File: src/sv/sensor_node_table_tracker_core_assert.svh
// assertion macros for the station table tracker
`ifndef SENSOR_NODE_TABLE_TRACKER_CORE_ASSERT_SVH
`define SENSOR_NODE_TABLE_TRACKER_CORE_ASSERT_SVH
`ifndef ASSERT_OFF
`define SNT_ASSERT_IMPL(lbl, clk, rst_n, ante, cons) \
    lbl: assert property (@(posedge clk) disable iff (!rst_n) (ante) |-> (cons)) \
        else $error("assertion failed");
`define SNT_ASSERT_NEXT(lbl, clk, rst_n, ante, cons) \
    lbl: assert property (@(posedge clk) disable iff (!rst_n) (ante) |=> (cons)) \
        else $error("assertion failed");
`else
`define SNT_ASSERT_IMPL(lbl, clk, rst_n, ante, cons)
`define SNT_ASSERT_NEXT(lbl, clk, rst_n, ante, cons)
`endif
`endif

File: src/sv/snt_pkg.sv
// types and codes shared by the station table tracker
package snt_pkg;

    localparam logic [2:0] KIND_DATA    = 3'd0;
    localparam logic [2:0] KIND_REPLY   = 3'd1;
    localparam logic [2:0] KIND_TICK    = 3'd2;
    localparam logic [2:0] KIND_CMD     = 3'd3;
    localparam logic [2:0] KIND_LOST    = 3'd4;
    localparam logic [2:0] KIND_SLOT    = 3'd5;

    localparam logic [1:0] FST_OK       = 2'd0;
    localparam logic [1:0] FST_HEADER   = 2'd1;
    localparam logic [1:0] FST_FORMAT   = 2'd2;
    localparam logic [1:0] FST_CRC      = 2'd3;

    localparam logic [1:0] STS_OK       = 2'd0;
    localparam logic [1:0] STS_REJECT   = 2'd1;
    localparam logic [1:0] STS_FORMAT   = 2'd2;
    localparam logic [1:0] STS_CRC      = 2'd3;

    localparam logic [3:0] ATTR_STATUS  = 4'd0;
    localparam logic [3:0] ATTR_ACK     = 4'd1;
    localparam logic [3:0] ATTR_ERROR   = 4'd2;
    localparam logic [3:0] ATTR_HEALTH  = 4'd3;
    localparam logic [3:0] ATTR_VERSION = 4'd4;
    localparam logic [3:0] ATTR_TYPE    = 4'd5;
    localparam logic [3:0] ATTR_VOLTAGE = 4'd6;
    localparam logic [3:0] ATTR_TEMP    = 4'd7;
    localparam logic [3:0] ATTR_SENSOR  = 4'd8;

    typedef struct packed {
        logic [7:0] node_address;
        logic [7:0] stored_length;
        logic [7:0] node_kind;
        logic       node_synced;
        logic [7:0] awaited_op;
        logic [7:0] link_error_count;
        logic [7:0] firmware_version;
        logic [7:0] supply_voltage;
        logic [7:0] core_temperature;
        logic [7:0] sensor_fail_mask;
    } rec_t;

    typedef struct packed {
        logic [2:0]  kind;
        logic [7:0]  station;
        logic [3:0]  attribute;
        logic [7:0]  value;
        logic [15:0] sample_index;
        logic [1:0]  frame_status;
    } item_t;

    typedef struct packed {
        logic [1:0]  status;
        logic [3:0]  node_slot;
        logic [15:0] gap;
        logic [7:0]  slot_address;
        logic [7:0]  frame_length;
        logic [7:0]  awaited_ack;
        logic        all_lost;
    } result_t;

    typedef struct packed {
        logic rec;
        logic exp;
    } mem_wen_t;

    typedef enum logic [2:0] {
        ST_IDLE,
        ST_SEARCH,
        ST_SLOT,
        ST_EXEC,
        ST_CLEAR,
        ST_OUT
    } state_t;

endpackage

File: src/sv/snt_mem.sv
// station record memory and expected index memory, one read port each cycle
module snt_mem #(
    parameter int DEPTH = 16,
    parameter int IDX_W = 4
) (
    input  logic                   clk,
    input  logic                   rd_en,
    input  logic [IDX_W-1:0]       rd_addr,
    output snt_pkg::rec_t          rd_rec,
    output logic [15:0]            rd_exp,
    input  snt_pkg::mem_wen_t      wen,
    input  logic [IDX_W-1:0]       wr_addr,
    input  snt_pkg::rec_t          wr_rec,
    input  logic [15:0]            wr_exp
);
    import snt_pkg::*;

    rec_t        rec_mem [DEPTH];
    logic [15:0] exp_mem [DEPTH];
    rec_t        rd_rec_reg;
    logic [15:0] rd_exp_reg;

    always_ff @(posedge clk) begin
        if (wen.rec) begin
            rec_mem[wr_addr] <= wr_rec;
        end
        if (wen.exp) begin
            exp_mem[wr_addr] <= wr_exp;
        end
        if (rd_en) begin
            rd_rec_reg <= rec_mem[rd_addr];
            rd_exp_reg <= exp_mem[rd_addr];
        end
    end

    assign rd_rec = rd_rec_reg;
    assign rd_exp = rd_exp_reg;
endmodule

File: src/sv/snt_ctrl.sv
// sequencer: address search, round-robin slot pick, read-modify-write of one record, expected index sweep
`include "sensor_node_table_tracker_core_assert.svh"
module snt_ctrl #(
    parameter int MAX_NODES = 16,
    parameter int IDX_W     = 4,
    parameter int CNT_W     = 5
) (
    input  logic                   aclk,
    input  logic                   aresetn,
    input  logic                   item_valid,
    output logic                   item_ready,
    input  snt_pkg::item_t         item,
    output logic                   res_valid,
    input  logic                   res_free,
    output snt_pkg::result_t       res,
    output logic                   rd_en,
    output logic [IDX_W-1:0]       rd_addr,
    input  snt_pkg::rec_t          rd_rec,
    input  logic [15:0]            rd_exp,
    output snt_pkg::mem_wen_t      wen,
    output logic [IDX_W-1:0]       wr_addr,
    output snt_pkg::rec_t          wr_rec,
    output logic [15:0]            wr_exp
);
    import snt_pkg::*;

    state_t             state_reg, state_next;
    item_t              item_reg, item_next;
    logic [CNT_W-1:0]   cnt_reg, cnt_next;
    logic [CNT_W-1:0]   sync_reg, sync_next;
    logic [IDX_W-1:0]   ptr_reg, ptr_next;
    logic [CNT_W-1:0]   issue_reg, issue_next;
    logic               cmp_valid_reg, cmp_valid_next;
    logic [IDX_W-1:0]   cmp_idx_reg, cmp_idx_next;
    logic               hit_reg, hit_next;
    logic [IDX_W-1:0]   hit_idx_reg, hit_idx_next;
    result_t            res_reg, res_next;

    always_ff @(posedge aclk) begin
        if (!aresetn) begin
            state_reg     <= ST_IDLE;
            cnt_reg       <= '0;
            sync_reg      <= '0;
            ptr_reg       <= '0;
            cmp_valid_reg <= 1'b0;
        end else begin
            state_reg     <= state_next;
            cnt_reg       <= cnt_next;
            sync_reg      <= sync_next;
            ptr_reg       <= ptr_next;
            cmp_valid_reg <= cmp_valid_next;
        end
        item_reg    <= item_next;
        issue_reg   <= issue_next;
        cmp_idx_reg <= cmp_idx_next;
        hit_reg     <= hit_next;
        hit_idx_reg <= hit_idx_next;
        res_reg     <= res_next;
    end

    always_comb begin
        rec_t             upd;
        logic             hitv;
        logic [IDX_W-1:0] ptr_w;
        state_next     = state_reg;
        item_next      = item_reg;
        cnt_next       = cnt_reg;
        sync_next      = sync_reg;
        ptr_next       = ptr_reg;
        issue_next     = issue_reg;
        cmp_valid_next = cmp_valid_reg;
        cmp_idx_next   = cmp_idx_reg;
        hit_next       = hit_reg;
        hit_idx_next   = hit_idx_reg;
        res_next       = res_reg;
        item_ready     = 1'b0;
        res_valid      = 1'b0;
        rd_en          = 1'b0;
        rd_addr        = issue_reg[IDX_W-1:0];
        wen            = '0;
        wr_addr        = hit_idx_reg;
        upd            = rd_rec;
        hitv           = hit_reg;
        wr_rec         = rd_rec;
        wr_exp         = '0;
        ptr_w          = '0;

        unique case (state_reg)
            ST_IDLE: begin
                item_ready = 1'b1;
                if (item_valid) begin
                    item_next      = item;
                    issue_next     = '0;
                    cmp_valid_next = 1'b0;
                    hit_next       = 1'b0;
                    state_next     = (item.kind == KIND_SLOT) ? ST_SLOT : ST_SEARCH;
                end
            end
            ST_SEARCH: begin
                // compare the word read last cycle while the next one is read
                if (cmp_valid_reg && rd_rec.node_address == item_reg.station) begin
                    hit_next       = 1'b1;
                    hit_idx_next   = cmp_idx_reg;
                    cmp_valid_next = 1'b0;
                    state_next     = ST_EXEC;
                end else if (issue_reg < cnt_reg) begin
                    rd_en          = 1'b1;
                    cmp_idx_next   = issue_reg[IDX_W-1:0];
                    cmp_valid_next = 1'b1;
                    issue_next     = issue_reg + 1'b1;
                end else begin
                    hit_next       = 1'b0;
                    cmp_valid_next = 1'b0;
                    state_next     = ST_EXEC;
                end
            end
            ST_SLOT: begin
                if (cnt_reg == '0) begin
                    res_next        = '0;
                    res_next.status = STS_REJECT;
                    state_next      = ST_OUT;
                end else begin
                    ptr_w        = (CNT_W'(ptr_reg) >= cnt_reg) ? '0 : ptr_reg;
                    rd_en        = 1'b1;
                    rd_addr      = ptr_w;
                    ptr_next     = ptr_w;
                    hit_next     = 1'b1;
                    hit_idx_next = ptr_w;
                    state_next   = ST_EXEC;
                end
            end
            ST_EXEC: begin
                res_next = '0;
                unique case (item_reg.kind)
                    KIND_DATA: begin
                        if (item_reg.frame_status == FST_HEADER) begin
                            res_next.status = STS_FORMAT;
                        end else if (!hit_reg) begin
                            res_next.status = STS_REJECT;
                        end else if (item_reg.frame_status == FST_FORMAT) begin
                            res_next.status = STS_FORMAT;
                        end else if (item_reg.frame_status == FST_CRC) begin
                            res_next.status = STS_CRC;
                        end else begin
                            upd.node_synced = 1'b1;
                            wen.rec         = 1'b1;
                            if (!rd_rec.node_synced) begin
                                sync_next = sync_reg + 1'b1;
                            end
                            if (item_reg.sample_index >= rd_exp) begin
                                res_next.gap = item_reg.sample_index - rd_exp;
                                wen.exp      = 1'b1;
                                wr_exp       = item_reg.sample_index + 16'd1;
                            end
                        end
                    end
                    KIND_REPLY: begin
                        if (item_reg.attribute == ATTR_STATUS) begin
                            if (hit_reg) begin
                                upd.stored_length  = item_reg.value;
                                wen.rec            = 1'b1;
                                res_next.node_slot = 4'(hit_idx_reg);
                            end else if (cnt_reg >= CNT_W'(MAX_NODES)) begin
                                res_next.status = STS_REJECT;
                            end else begin
                                // new station goes into the next free slot
                                upd                = '0;
                                upd.node_address   = item_reg.station;
                                upd.stored_length  = item_reg.value;
                                hitv               = 1'b1;
                                wr_addr            = cnt_reg[IDX_W-1:0];
                                wen.rec            = 1'b1;
                                wen.exp            = 1'b1;
                                cnt_next           = cnt_reg + 1'b1;
                                res_next.node_slot = 4'(cnt_reg[IDX_W-1:0]);
                            end
                        end else if (!hit_reg) begin
                            res_next.status = STS_REJECT;
                        end else begin
                            wen.rec = 1'b1;
                            unique case (item_reg.attribute)
                                ATTR_ACK: begin
                                    if (rd_rec.awaited_op == item_reg.value) begin
                                        upd.awaited_op = '0;
                                    end
                                end
                                ATTR_ERROR: begin
                                    upd.node_synced = 1'b0;
                                    if (rd_rec.node_synced) begin
                                        sync_next = sync_reg - 1'b1;
                                    end
                                end
                                ATTR_HEALTH:  upd.link_error_count = item_reg.value;
                                ATTR_VERSION: upd.firmware_version = item_reg.value;
                                ATTR_TYPE:    upd.node_kind        = item_reg.value;
                                ATTR_VOLTAGE: upd.supply_voltage   = item_reg.value;
                                ATTR_TEMP:    upd.core_temperature = item_reg.value;
                                ATTR_SENSOR:  upd.sensor_fail_mask = item_reg.value;
                                default:      wen.rec = 1'b0;
                            endcase
                        end
                    end
                    KIND_TICK: begin
                    end
                    KIND_CMD: begin
                        if (!hit_reg) begin
                            res_next.status = STS_REJECT;
                        end else begin
                            upd.awaited_op     = item_reg.value;
                            wen.rec            = 1'b1;
                            res_next.node_slot = 4'(hit_idx_reg);
                        end
                    end
                    KIND_LOST: begin
                        if (!hit_reg) begin
                            res_next.status = STS_REJECT;
                        end else begin
                            upd.node_synced    = 1'b0;
                            wen.rec            = 1'b1;
                            res_next.node_slot = 4'(hit_idx_reg);
                            if (rd_rec.node_synced) begin
                                sync_next = sync_reg - 1'b1;
                            end
                        end
                    end
                    KIND_SLOT: begin
                        res_next.slot_address = rd_rec.node_address;
                        ptr_next = (CNT_W'(ptr_reg) + 1'b1 == cnt_reg) ? '0 : ptr_reg + 1'b1;
                    end
                    default: begin
                        res_next.status = STS_REJECT;
                    end
                endcase
                wr_rec = upd;
                if (hitv) begin
                    res_next.frame_length = upd.stored_length;
                    res_next.awaited_ack  = upd.awaited_op;
                end
                res_next.all_lost = (cnt_next != '0) && (sync_next == '0);
                issue_next = '0;
                state_next = (item_reg.kind == KIND_TICK) ? ST_CLEAR : ST_OUT;
            end
            ST_CLEAR: begin
                // zero the expected index of every occupied slot
                if (issue_reg < cnt_reg) begin
                    wen.exp    = 1'b1;
                    wr_addr    = issue_reg[IDX_W-1:0];
                    issue_next = issue_reg + 1'b1;
                end else begin
                    state_next = ST_OUT;
                end
            end
            ST_OUT: begin
                if (res_free) begin
                    res_valid  = 1'b1;
                    state_next = ST_IDLE;
                end
            end
            default: begin
                state_next = ST_IDLE;
            end
        endcase
    end

    assign res = res_reg;

    `SNT_ASSERT_IMPL(a_sync_le_cnt, aclk, aresetn, 1'b1, sync_reg <= cnt_reg)
    `SNT_ASSERT_IMPL(a_cnt_le_max, aclk, aresetn, 1'b1, cnt_reg <= CNT_W'(MAX_NODES))
    `SNT_ASSERT_IMPL(a_cmp_in_table, aclk, aresetn, cmp_valid_reg, CNT_W'(cmp_idx_reg) < cnt_reg)
    `SNT_ASSERT_IMPL(a_ptr_in_table, aclk, aresetn, cnt_reg != '0, CNT_W'(ptr_reg) < cnt_reg)
    `SNT_ASSERT_NEXT(a_ready_idle, aclk, aresetn, item_valid && item_ready, state_reg != ST_IDLE)
endmodule

File: src/sv/sensor_node_table_tracker_core.sv
// station table tracker top level: beat capture, result register, record memories
// throughput: one beat at a time; set by the one-word-per-cycle search of the record memory
// the result register lets the next beat enter while a result waits to be taken
// reset: synchronous active low, clears count, sync count and round-robin pointer
// record memories are not cleared; only slots below the count are ever read
`include "sensor_node_table_tracker_core_assert.svh"
module sensor_node_table_tracker_core #(
    parameter int MAX_NODES = 16
) (
    input  logic        aclk,
    input  logic        aresetn,
    input  logic        s_valid,
    output logic        s_ready,
    input  logic [2:0]  s_kind,
    input  logic [7:0]  s_station,
    input  logic [3:0]  s_attribute,
    input  logic [7:0]  s_value,
    input  logic [15:0] s_sample_index,
    input  logic [1:0]  s_frame_status,
    output logic        m_valid,
    input  logic        m_ready,
    output logic [1:0]  m_status,
    output logic [3:0]  m_node_slot,
    output logic [15:0] m_gap,
    output logic [7:0]  m_slot_address,
    output logic [7:0]  m_frame_length,
    output logic [7:0]  m_awaited_ack,
    output logic        m_all_lost
);
    import snt_pkg::*;

    localparam int IDX_W = (MAX_NODES > 1) ? $clog2(MAX_NODES) : 1;
    localparam int CNT_W = $clog2(MAX_NODES + 1);

    item_t            item;
    result_t          res;
    logic             res_valid;
    logic             res_free;
    logic             rd_en;
    logic [IDX_W-1:0] rd_addr;
    rec_t             rd_rec;
    logic [15:0]      rd_exp;
    mem_wen_t         wen;
    logic [IDX_W-1:0] wr_addr;
    rec_t             wr_rec;
    logic [15:0]      wr_exp;
    logic             m_valid_reg;
    result_t          m_res_reg;

    assign item = '{kind: s_kind, station: s_station, attribute: s_attribute,
                    value: s_value, sample_index: s_sample_index,
                    frame_status: s_frame_status};

    assign res_free = !m_valid_reg || m_ready;

    snt_ctrl #(
        .MAX_NODES(MAX_NODES),
        .IDX_W(IDX_W),
        .CNT_W(CNT_W)
    ) u_ctrl (
        .aclk(aclk),
        .aresetn(aresetn),
        .item_valid(s_valid),
        .item_ready(s_ready),
        .item(item),
        .res_valid(res_valid),
        .res_free(res_free),
        .res(res),
        .rd_en(rd_en),
        .rd_addr(rd_addr),
        .rd_rec(rd_rec),
        .rd_exp(rd_exp),
        .wen(wen),
        .wr_addr(wr_addr),
        .wr_rec(wr_rec),
        .wr_exp(wr_exp)
    );

    snt_mem #(
        .DEPTH(MAX_NODES),
        .IDX_W(IDX_W)
    ) u_mem (
        .clk(aclk),
        .rd_en(rd_en),
        .rd_addr(rd_addr),
        .rd_rec(rd_rec),
        .rd_exp(rd_exp),
        .wen(wen),
        .wr_addr(wr_addr),
        .wr_rec(wr_rec),
        .wr_exp(wr_exp)
    );

    // result beat register
    always_ff @(posedge aclk) begin
        if (!aresetn) begin
            m_valid_reg <= 1'b0;
        end else if (res_valid) begin
            m_valid_reg <= 1'b1;
        end else if (m_ready) begin
            m_valid_reg <= 1'b0;
        end
        if (res_valid) begin
            m_res_reg <= res;
        end
    end

    assign m_valid        = m_valid_reg;
    assign m_status       = m_res_reg.status;
    assign m_node_slot    = m_res_reg.node_slot;
    assign m_gap          = m_res_reg.gap;
    assign m_slot_address = m_res_reg.slot_address;
    assign m_frame_length = m_res_reg.frame_length;
    assign m_awaited_ack  = m_res_reg.awaited_ack;
    assign m_all_lost     = m_res_reg.all_lost;

    `SNT_ASSERT_IMPL(a_res_into_free, aclk, aresetn, res_valid, res_free)
    `SNT_ASSERT_NEXT(a_res_shown, aclk, aresetn, res_valid, m_valid_reg)
    `SNT_ASSERT_IMPL(a_no_accept_while_emit, aclk, aresetn, res_valid, !s_ready)
endmodule

File: config.mk
export PLATFORM = sky130hd
export DESIGN_NAME = sensor_node_table_tracker_core
export DESIGN_NICKNAME = d
export VERILOG_FILES = /design/src/sv/snt_pkg.sv /design/src/sv/snt_mem.sv /design/src/sv/snt_ctrl.sv /design/src/sv/sensor_node_table_tracker_core.sv
export VERILOG_INCLUDE_DIRS = /design/src /design/src/sv
export SDC_FILE = /design/constraint.sdc
export NUM_CORES = 1
export LEC_CHECK = 0
export BUFFER_PORTS_ARGS = -buffer_cell sky130_fd_sc_hd__buf_2
export CORE_MARGIN = 4
export CORE_UTILIZATION = 63
export CTS_BUF_LIST = sky130_fd_sc_hd__clkbuf_8
export DETAILED_ROUTE_END_ITERATION = 8
export PLACE_DENSITY = 0.78
export SLEW_MARGIN = 30
export SYNTH_ARGS = -nofsm -noshare
export SYNTH_HDL_FRONTEND = slang
export SYNTH_SLANG_ARGS = --single-unit
export TNS_END_PERCENT = 10
File: constraint.sdc
create_clock -name aclk -period 10.58 [get_ports aclk]
set_input_delay 1.058 -clock aclk [delete_from_list [all_inputs] [get_ports aclk]]
set_output_delay 1.058 -clock aclk [all_outputs]
set_load 0.02 [all_outputs]
==> summary.txt <==
Clocking
  – TritonCTS clock tree: done
  – Root buf cell: clkbuf_8
  – Hold buffers post-CTS: 0
  – Clock Latency Late Sink: 780 ps
  – Setup bufs post-CTS: 0
  – TritonCTS buffer count: 132
  – Bufs on Longest Clock Path: 3
  – Clock slew at reported path FFs: 70 ps
  – CTS resizes: 0
  – Num Clock Sinks: 865
  – H-tree levels: 4

Cells and area
  – Final Net Count: 2915
  – Final cell count without fillers: 3687
  – Synth-to-layout area growth: 11.3%
  – Most frequent cells in the layout: edfxtp_1 (846), nand2_1 (547), nand3_1 (272)
  – Commonest non-fill, non-tap cell in the layout: edfxtp_1
  – Layout cells sized above 1: 14.0%
  – Final Util: 71.0%
  – Number of flip-flops under the largest register name: 400

Timing
  – Rel. slew slack: 30.9%
  – Final Slew Violations: 0
  – Final Cycle Share: 41.6%
  – RSZ-0062 raised after global routing: false
  – Final hold viol count: 0
  – FMAX: 227 MHz
  – Clock Skew: 24.3 ps
  – TNS Setup: 0 ps
  – Final setup viols: 0
  – Hold WS: 414 ps
  – Time the worst path needs with I/O delays and setup: 4400 ps
  – Worst slew pin tran: 1040 ps

Critical path
  – Critical Path RT: 11190 ps
  – Crit. End Element: register
  – Critical Path Fanout Max: 80
  – CP arrival: 5000 ps
  – WS Path Type: register to register
  – Setup crit start kind: register

Placement
  – Final GP Congestion: 0.890
  – Hpwl dp: 50900 µm
  – Cell count after placement: 3455
  – IO Port Bufs: 93

Worst hold path
  – Worst hold-check path type: register to register

Route
  – DRT Wirelength: 90800 µm
  – Vias per cell: 6.47
  – Total vias in the final route: 23859
  – DRC: 0
  – Routed Antenna Nets: 0
  – Iter 0 DRT Violations: 3292
  – Routed WL per cell: 24.6 µm
  – TritonRoute pass-1 iters: 5

Synthesis
  – Yosys reg bits: 865
  – Cell count after synthesis: 2721
  – Avg Inst Size Synth: 13.2 µm²
  – Async SR Flop Fraction: 0%
  – Synthesized cell area: 36000 µm²
  – Yosys top cell area share: 70.5%
  – EDFF count, synth: 846
  – Syn nets: 2799
  – Synth area leaders: edfxtp_1 (70%), nand2_1 (5.7%), nand3_1 (3.8%)
  – Sequential share of the synthesized area: 71.5%
  – Post-synth top flop: edfxtp_1
  – Synth warn: 0
  – Synth unique cells: 73
  – Synth area leader: edfxtp_1

Power and ir drop
  – Psw: 0.00296 W
  – Pwr Total: 0.00901 W
  – Power Density: 225 nW/µm²
  – Comb power frac: 25.6%
  – Switching share of power: 32.9%
  – P_leak: 13.6 nW
  – Seq pwr share: 46.1%
  – Max VDD drop: 0.000209 V
  – Internal: 0.00605 W
  – Clock Power Share: 28.2%

Status
  – Status: completed

Die
  – Chip height: 247 µm
  – Die ar.: 61100 µm²
  – Chip width: 247 µm
  – CORE AREA: 56500 µm²
  – I/O Pins: 94
  – Rows: 87
  – Initial Utilization: 63.8%

Global routing
  – First-pass GRT wire length: 136000 µm
  – Total Routing Usage GR: 29.6%
  – Grt ovf: 0
  – Largest net degree at the start of global routing: 212
  – Antenna violations before repair: 2
  – Vias in the first global route: 22952

Flow run
  – Maxcap violations: 0
[power by group through the flow]
stage | sequential [W] | clock (W) | combinational [W]
2_1_floorplan | 0.00416 | 0 | 0.00171
3_3_place_gp | 0.00421 | 0 | 0.00214
3_5_place_dp | 0.00422 | 0 | 0.00223
4_1_cts | 0.00415 | 0.00256 | 0.00225
5_1_grt | 0.00416 | 0.00275 | 0.00252
6_report | 0.00416 | 0.00254 | 0.00231
[cell type report]
cell class              count  area, µm²
fillers                  3484      16400
multi-input cells        1650       9590
well taps                 756        946
clock inverters            88        467
repair buffers            150       1280
diodes                      1       2.50
flip-flops and latches    865      25800
inverters                  38        143
clock buffers             139       1910
[synth_stat cells, types with 11 or more instances]
cell and n:
a21oi_1 73, a221oi_1 72, a221oi_2 13, a22oi_1 14, a311o_1 41, and2_1 19
and3_1 46, buf_2 83, buf_4 11, buf_6 11, clkbuf_1 60, dfxtp_1 19
edfxtp_1 846, ha_1 32, inv_1 38, mux2_2 16, nand2_1 548, nand3_1 272
nand4_1 13, nor2_1 165, nor2b_1 13, nor3_1 40, nor4_1 11, o2111ai_1 44
o21ai_0 31, xnor2_1 29, xor2_1 26
[worst max-delay path, cell delays in order (launching register included)]
cell and delay [ps]:
dfxtp_1 670, or3b_1 580, or2_1 440, nand2_1 230
o21a_4 610, buf_4 870, nand2_1 110, and3_1 210
a311o_1 320, o2111ai_1 90
[final timing paths]
check,from,cells past startpoint,slack [ps],to
worst max register to register,u_ctrl.state_reg[1],9,6180,u_mem.rd_exp[4]
worst max-delay path,u_ctrl.state_reg[1],9,6180,u_mem.rd_exp[4]
worst min register to register,u_ctrl.res[26],0,410,m_gap[1]
worst min-delay path,u_ctrl.res[26],0,410,m_gap[1]
[metal layers]
layer / up-vias / track usage (%) / share of wire (%)
met5: - / 0 / 0
met4: 0 / 10.4 / 3.1
met3: 232 / 8.51 / 14
met2: 1674 / 44.8 / 46
met1: 11504 / 41.6 / 37
li1: 10449 / - / -
[metrics by stage]
stage	instance area (µm²)	setup WS [ps]
after floorplan	36000	6610
after global placement	37200	6240
after detailed placement	37600	6150
after CTS	40000	6020
after global routing	40100	5990
final	40100	6180
[cells by family after synthesis]
group,after synthesis,share of synthesized area [%]
AND/OR/NAND/NOR,1171,14.5
flip-flops,865,71.5
AO/OA/AOI/OAI,365,7.89
buffers and inverters,206,2.78
XOR/XNOR,55,1.34
adder cells (fa/ha/maj),33,1.17
multiplexers,26,0.777
(Power assumes the default switching activity.)
